## config.mk

```make
export PLATFORM = sky130hd
export DESIGN_NAME = sla_mul
export DESIGN_NICKNAME = d
export VERILOG_FILES = /design/src/rtl/sla_pkg.sv /design/src/rtl/sla_mul.sv
export SDC_FILE = /design/constraint.sdc
export NUM_CORES = 2
export LEC_CHECK = 0
export BUFFER_PORTS_ARGS = -buffer_cell sky130_fd_sc_hd__buf_2
export CAP_MARGIN = 20
export CORE_MARGIN = 5
export CORE_UTILIZATION = 30
export DETAILED_ROUTE_END_ITERATION = 10
export PLACE_DENSITY = 0.52
export SLEW_MARGIN = 20
export SYNTH_ARGS = -nofsm -noshare
export SYNTH_HDL_FRONTEND = slang
export SYNTH_SLANG_ARGS = --single-unit
export TNS_END_PERCENT = 30
```

## constraint.sdc

```tcl
create_clock -name clk -period 20.7 [get_ports clk]
set_input_delay 1.035 -clock clk [delete_from_list [all_inputs] [get_ports clk]]
set_output_delay 1.035 -clock clk [all_outputs]
set_load 0.05 [all_outputs]
```

## src/rtl/sla_pkg.sv

```systemverilog
// Shared widths, codes and register indexes of the semi-Lagrangian advection block.
// No dependencies; sla_mul, the top level and the testbench use this package.
package sla_pkg;

  localparam int GRID_MAX = 126;
  localparam int SIDE     = GRID_MAX + 2;
  localparam int IDX_W    = 7;
  localparam int FRAC_W   = 16;
  localparam int POS_W    = IDX_W + FRAC_W;
  localparam int ADDR_W   = 2 * IDX_W;
  localparam int DATA_W   = 32;
  localparam int STEP_W   = 24;
  localparam int CFG_W    = 24;

  localparam int OPA_W    = STEP_W + 1;
  localparam int OPB_W    = 36;
  localparam int PROD_W   = OPA_W + OPB_W;
  localparam int OFF_W    = 41;
  localparam int ACC_W    = 37;

  localparam logic [IDX_W-1:0]  GRID_MAX_C   = IDX_W'(GRID_MAX);
  localparam logic [IDX_W-1:0]  GRID_CELLS_RST = 7'd126;
  localparam logic [STEP_W-1:0] STEP_SCALE_RST = 24'd65536;

  localparam logic CFG_GRID_CELLS = 1'b0;
  localparam logic CFG_STEP_SCALE = 1'b1;

  localparam logic FUNC_LOAD   = 1'b0;
  localparam logic FUNC_ADVECT = 1'b1;

endpackage

```

## src/rtl/sla_mul.sv

```systemverilog
// Shared signed multiplier with a registered product.
// Depends on sla_pkg for operand and product widths.
module sla_mul (
  input  logic                                clk,
  input  logic signed [sla_pkg::OPA_W-1:0]    op_a,
  input  logic signed [sla_pkg::OPB_W-1:0]    op_b,
  output logic signed [sla_pkg::PROD_W-1:0]   prod_r
);
  import sla_pkg::*;

  always_ff @(posedge clk) begin
    prod_r <= op_a * op_b;
  end

endmodule

```

======== Word level (Yosys, flattened, before mapping) ========
Cells that the tools add are included.
word-level totals
  register bits after elaboration ......... 61
  input bits .............................. 62
  output and inout bits ................... 61
  word-level logic and storage cells ...... 2
operators by class
  $mul .................................... 1
operator list
  operator                                        count
  25-bit by 36-bit multiplier with 61-bit output  1

======== Longest topological paths before layout ========
  depth after elaboration ................. 1
  mapped depth ............................ 27
  depth with buffers taken out ............ 25

======== Least setup slack after synthesis ========
OpenSTA, ideal clock, no wires.
  kind .................................... in2reg
  from .................................... input port op_a[5] in the netlist's numbering
  to ...................................... register prod_r[59] in the netlist's numbering
  setup time .............................. 134 ps
  data arrival time ....................... 7462 ps
  data required time ...................... 20566 ps
  slack ................................... 13104 ps
  cell stages on the path ................. 26
  path buffers ............................ 3
  cells stage by stage .................... clkbuf_1 -> clkbuf_1 -> nand2_1 -> fa_1 -> inv_1 -> fa_1 -> inv_1 -> fa_1 -> fa_1 -> inv_1 -> fa_1 -> fa_1 -> inv_1 -> fa_1 -> inv_1 -> ha_1 -> buf_2 -> a21o_1 -> a21o_1 -> a21oi_1 -> a2bb2oi_1 -> a31o_2 -> a21oi_4 -> a31o_4 -> nor4bb_1 -> or4_1
on the way
  cells in the longest elaborated chain, start to end .. 1
RTL lines
  what                                            line           text
  start, declared                                 sla_mul.sv:5   input logic signed [sla_pkg::OPA_W-1:0] op_a,
  25-bit by 36-bit multiplier with 61-bit output  sla_mul.sv:12  prod_r <= op_a * op_b;
  end signal, assigned                            sla_mul.sv:12
  end, declared                                   sla_mul.sv:7   output logic signed [sla_pkg::PROD_W-1:0] prod_r
No other way between the ends.

======== Worst setup path after layout ========
  from .................................... input port op_a[6] in the netlist's numbering
  to ...................................... register prod_r[60] in the netlist's numbering
The elaborated chain is that of the path after synthesis.

==> metrics <==
Routed Antenna Nets=0; vias=22700; crit-path leading delay family=adder cells; top cells by count, synth=fa_1 (911), inv_1 (909), and2_1 (458); post-route setup TNS=0 ns; Final nets=4630; setup violators final=0; cells along the critical path=buf_2, nand2_1, fa_1, inv_1, fa_1, inv_1, fa_1, fa_1, inv_1, fa_1, fa_1, inv_1, fa_1, inv_1, ha_1, and4_4, and2_1, a32oi_1, a21oi_1, nor3_2, o211ai_1, a21oi_1, a21o_1, xnor2_1; Starting DRT DRC Count=984; total wire length=90100 um; Synth Cell Area=32800 um2; YS warnings=0; detailed-router iteration count before antenna repair=5; post-synthesis sequential area ratio=3.72%; post-CTS sizing=0; IO Count=123; multi-input logic area=27400 um2; count of input and output buffers=122; Final Max Tran Viols=0; Num CTS Buffers=9; # DRC=0; synth top area cells=fa_1 (56%), inv_1 (10%), and2_1 (8.7%); Die ar.=116000 um2; Tot GR Track Use=16.2%; min Tclk post-route=8.47 ns; share of layout cells above drive strength 1=4.77%; CP dominant cell by count=fa_1; syn nets=4665; Post-Syn Instances=3529; initial antenna violation count=15; area share of the largest cell type after synthesis=55.6%; CP Capture Type=register; setup slack after layout=12.23 ns; Max Fclk=118 MHz; #FFs+latches synth=61; unrepaired setup endpoints after global routing=false; cell taking the most area after synthesis=fa_1; die height=341 um; Main synth FF type=dfxtp_1; Biggest register=prod_r; worst hold path class=input port to register; vias in the first global route=25200; Startpoint Class=input port; Critical Setup Path Class=input port to register; CTS tree=built; Max Cap Viol=0; largest registers=prod_r (61); crit-path max cell delay=0.69 ns; H-tree levels=3; Final Hold Fails=0; max FFs per register=61; Core Rows=121; ys async rst share=0%; GPL Wtd Cong=0.875; WL/cell=18.3 um; Final period util=40.9%; Max-slew headroom=34.6%; most frequent cell after synthesis=fa_1; Post-CTS Setup Bufs=0; largest net degree at the start of global routing=37; critical path fanouts, max=36; Initial Util=30.2%; clock tree sinks=61; Post-synth EDFFs=0; # fillers=11500; grt total ovfl=0; Netlist cell types=69; clock root buffer=clkbuf_16; fin util=32.1%; Storage cell area=1220 um2; Layout area overhead=6.34%; Post-CTS Hold Buffers=0; first-pass GRT wire length=147000 um; Max Root-Sink Buffers=2; clk slew on worst S/H paths=0.08 ns; worst-margin pin slew=0.981 ns; die width=341 um; Worst EP required=20.96 ns; buffer and inverter count on the worst path=6; core area=109000 um2; CP max stage cell=nor3_2; Syn Area/Cell=9.29 um2; outcome=completed; vias per std cell=4.61; crit path DAT=8.73 ns; Setup WS pre-CTS=11.88 ns; post-detail-place hpwl=73300 um
## metrics by stage
step	area (um2)	hold WS, ns	instances
after floorplan	32800	1.16	3529
after global placement	34600	1.51	4897
after detailed placement	34600	1.50	4897
after CTS	34900	1.19	4913
after global routing	34900	1.23	4914
final	34900	1.23	4919
## area by class of cell
class	count	area share (%)
tap	1414	5.07
timing repair buffer	137	2.07
multi-input combinational	2376	78.7
sequential	61	3.50
clock buffer	10	0.657
clock inverter	6	0.183
antenna	6	0.0431
inverter	909	9.79
## cells in the final DEF, fill, tap and decap left out, types with 3 or more instances in the layout
cell | Yosys | routed
a211oi_1 | 6 | 6
a21o_1 | 30 | 30
a21oi_1 | 62 | 62
a31oi_1 | 7 | 7
and2_1 | 458 | 458
buf_2 | 10 | 122
buf_4 | 1 | 15
clkbuf_16 | 0 | 9
dfxtp_1 | 61 | 61
diode_2 | 0 | 6
fa_1 | 911 | 911
ha_1 | 163 | 163
inv_1 | 909 | 909
nand2_1 | 450 | 450
nand2b_1 | 15 | 15
nand3_1 | 8 | 8
nand4_1 | 14 | 14
nor2_1 | 65 | 65
nor2b_1 | 8 | 8
nor3_1 | 9 | 9
o211ai_1 | 7 | 7
o21a_1 | 5 | 5
o21ai_0 | 27 | 27
o21ai_1 | 3 | 3
o21bai_1 | 11 | 11
o31ai_1 | 6 | 6
xnor2_1 | 45 | 45
xor2_1 | 19 | 19
## cells by family after synthesis
kind of cell | count (synthesis) | synth area share (%)
AOI/OAI and AO/OA | 193 | 4.05
xor gates and xnor gates | 64 | 1.71
muxes | 1 | 0.0305
adders and majority gates | 1074 | 61.8
buffers and inverters | 1092 | 12.6
and+or+nand+nor | 1044 | 16.0
DFF | 61 | 3.72
## worst min-delay path, cell delays in order
cell and delay (ns):
buf_2 0.10, buf_4 0.25, and2_1 0.19
## path summary, 6_finish.rpt
| kind | from | endpoint | slack, ns | depth (start not counted) |
|---|---|---|---|---|
| worst min-delay path | op_a[0] | prod_r[0] | 1.23 | 3 |
| worst max-delay path | op_a[6] | prod_r[60] | 12.23 | 24 |
## routing by layer
metal	global-route usage (%)	share of wire (%)
met5	0	0.074
met4	3.06	1.8
met3	2.49	4.7
met2	29.3	52
met1	20.7	41
Power is not shown: default switching activity piles up to over one toggle a cycle in this logic, so the estimate is an artifact.
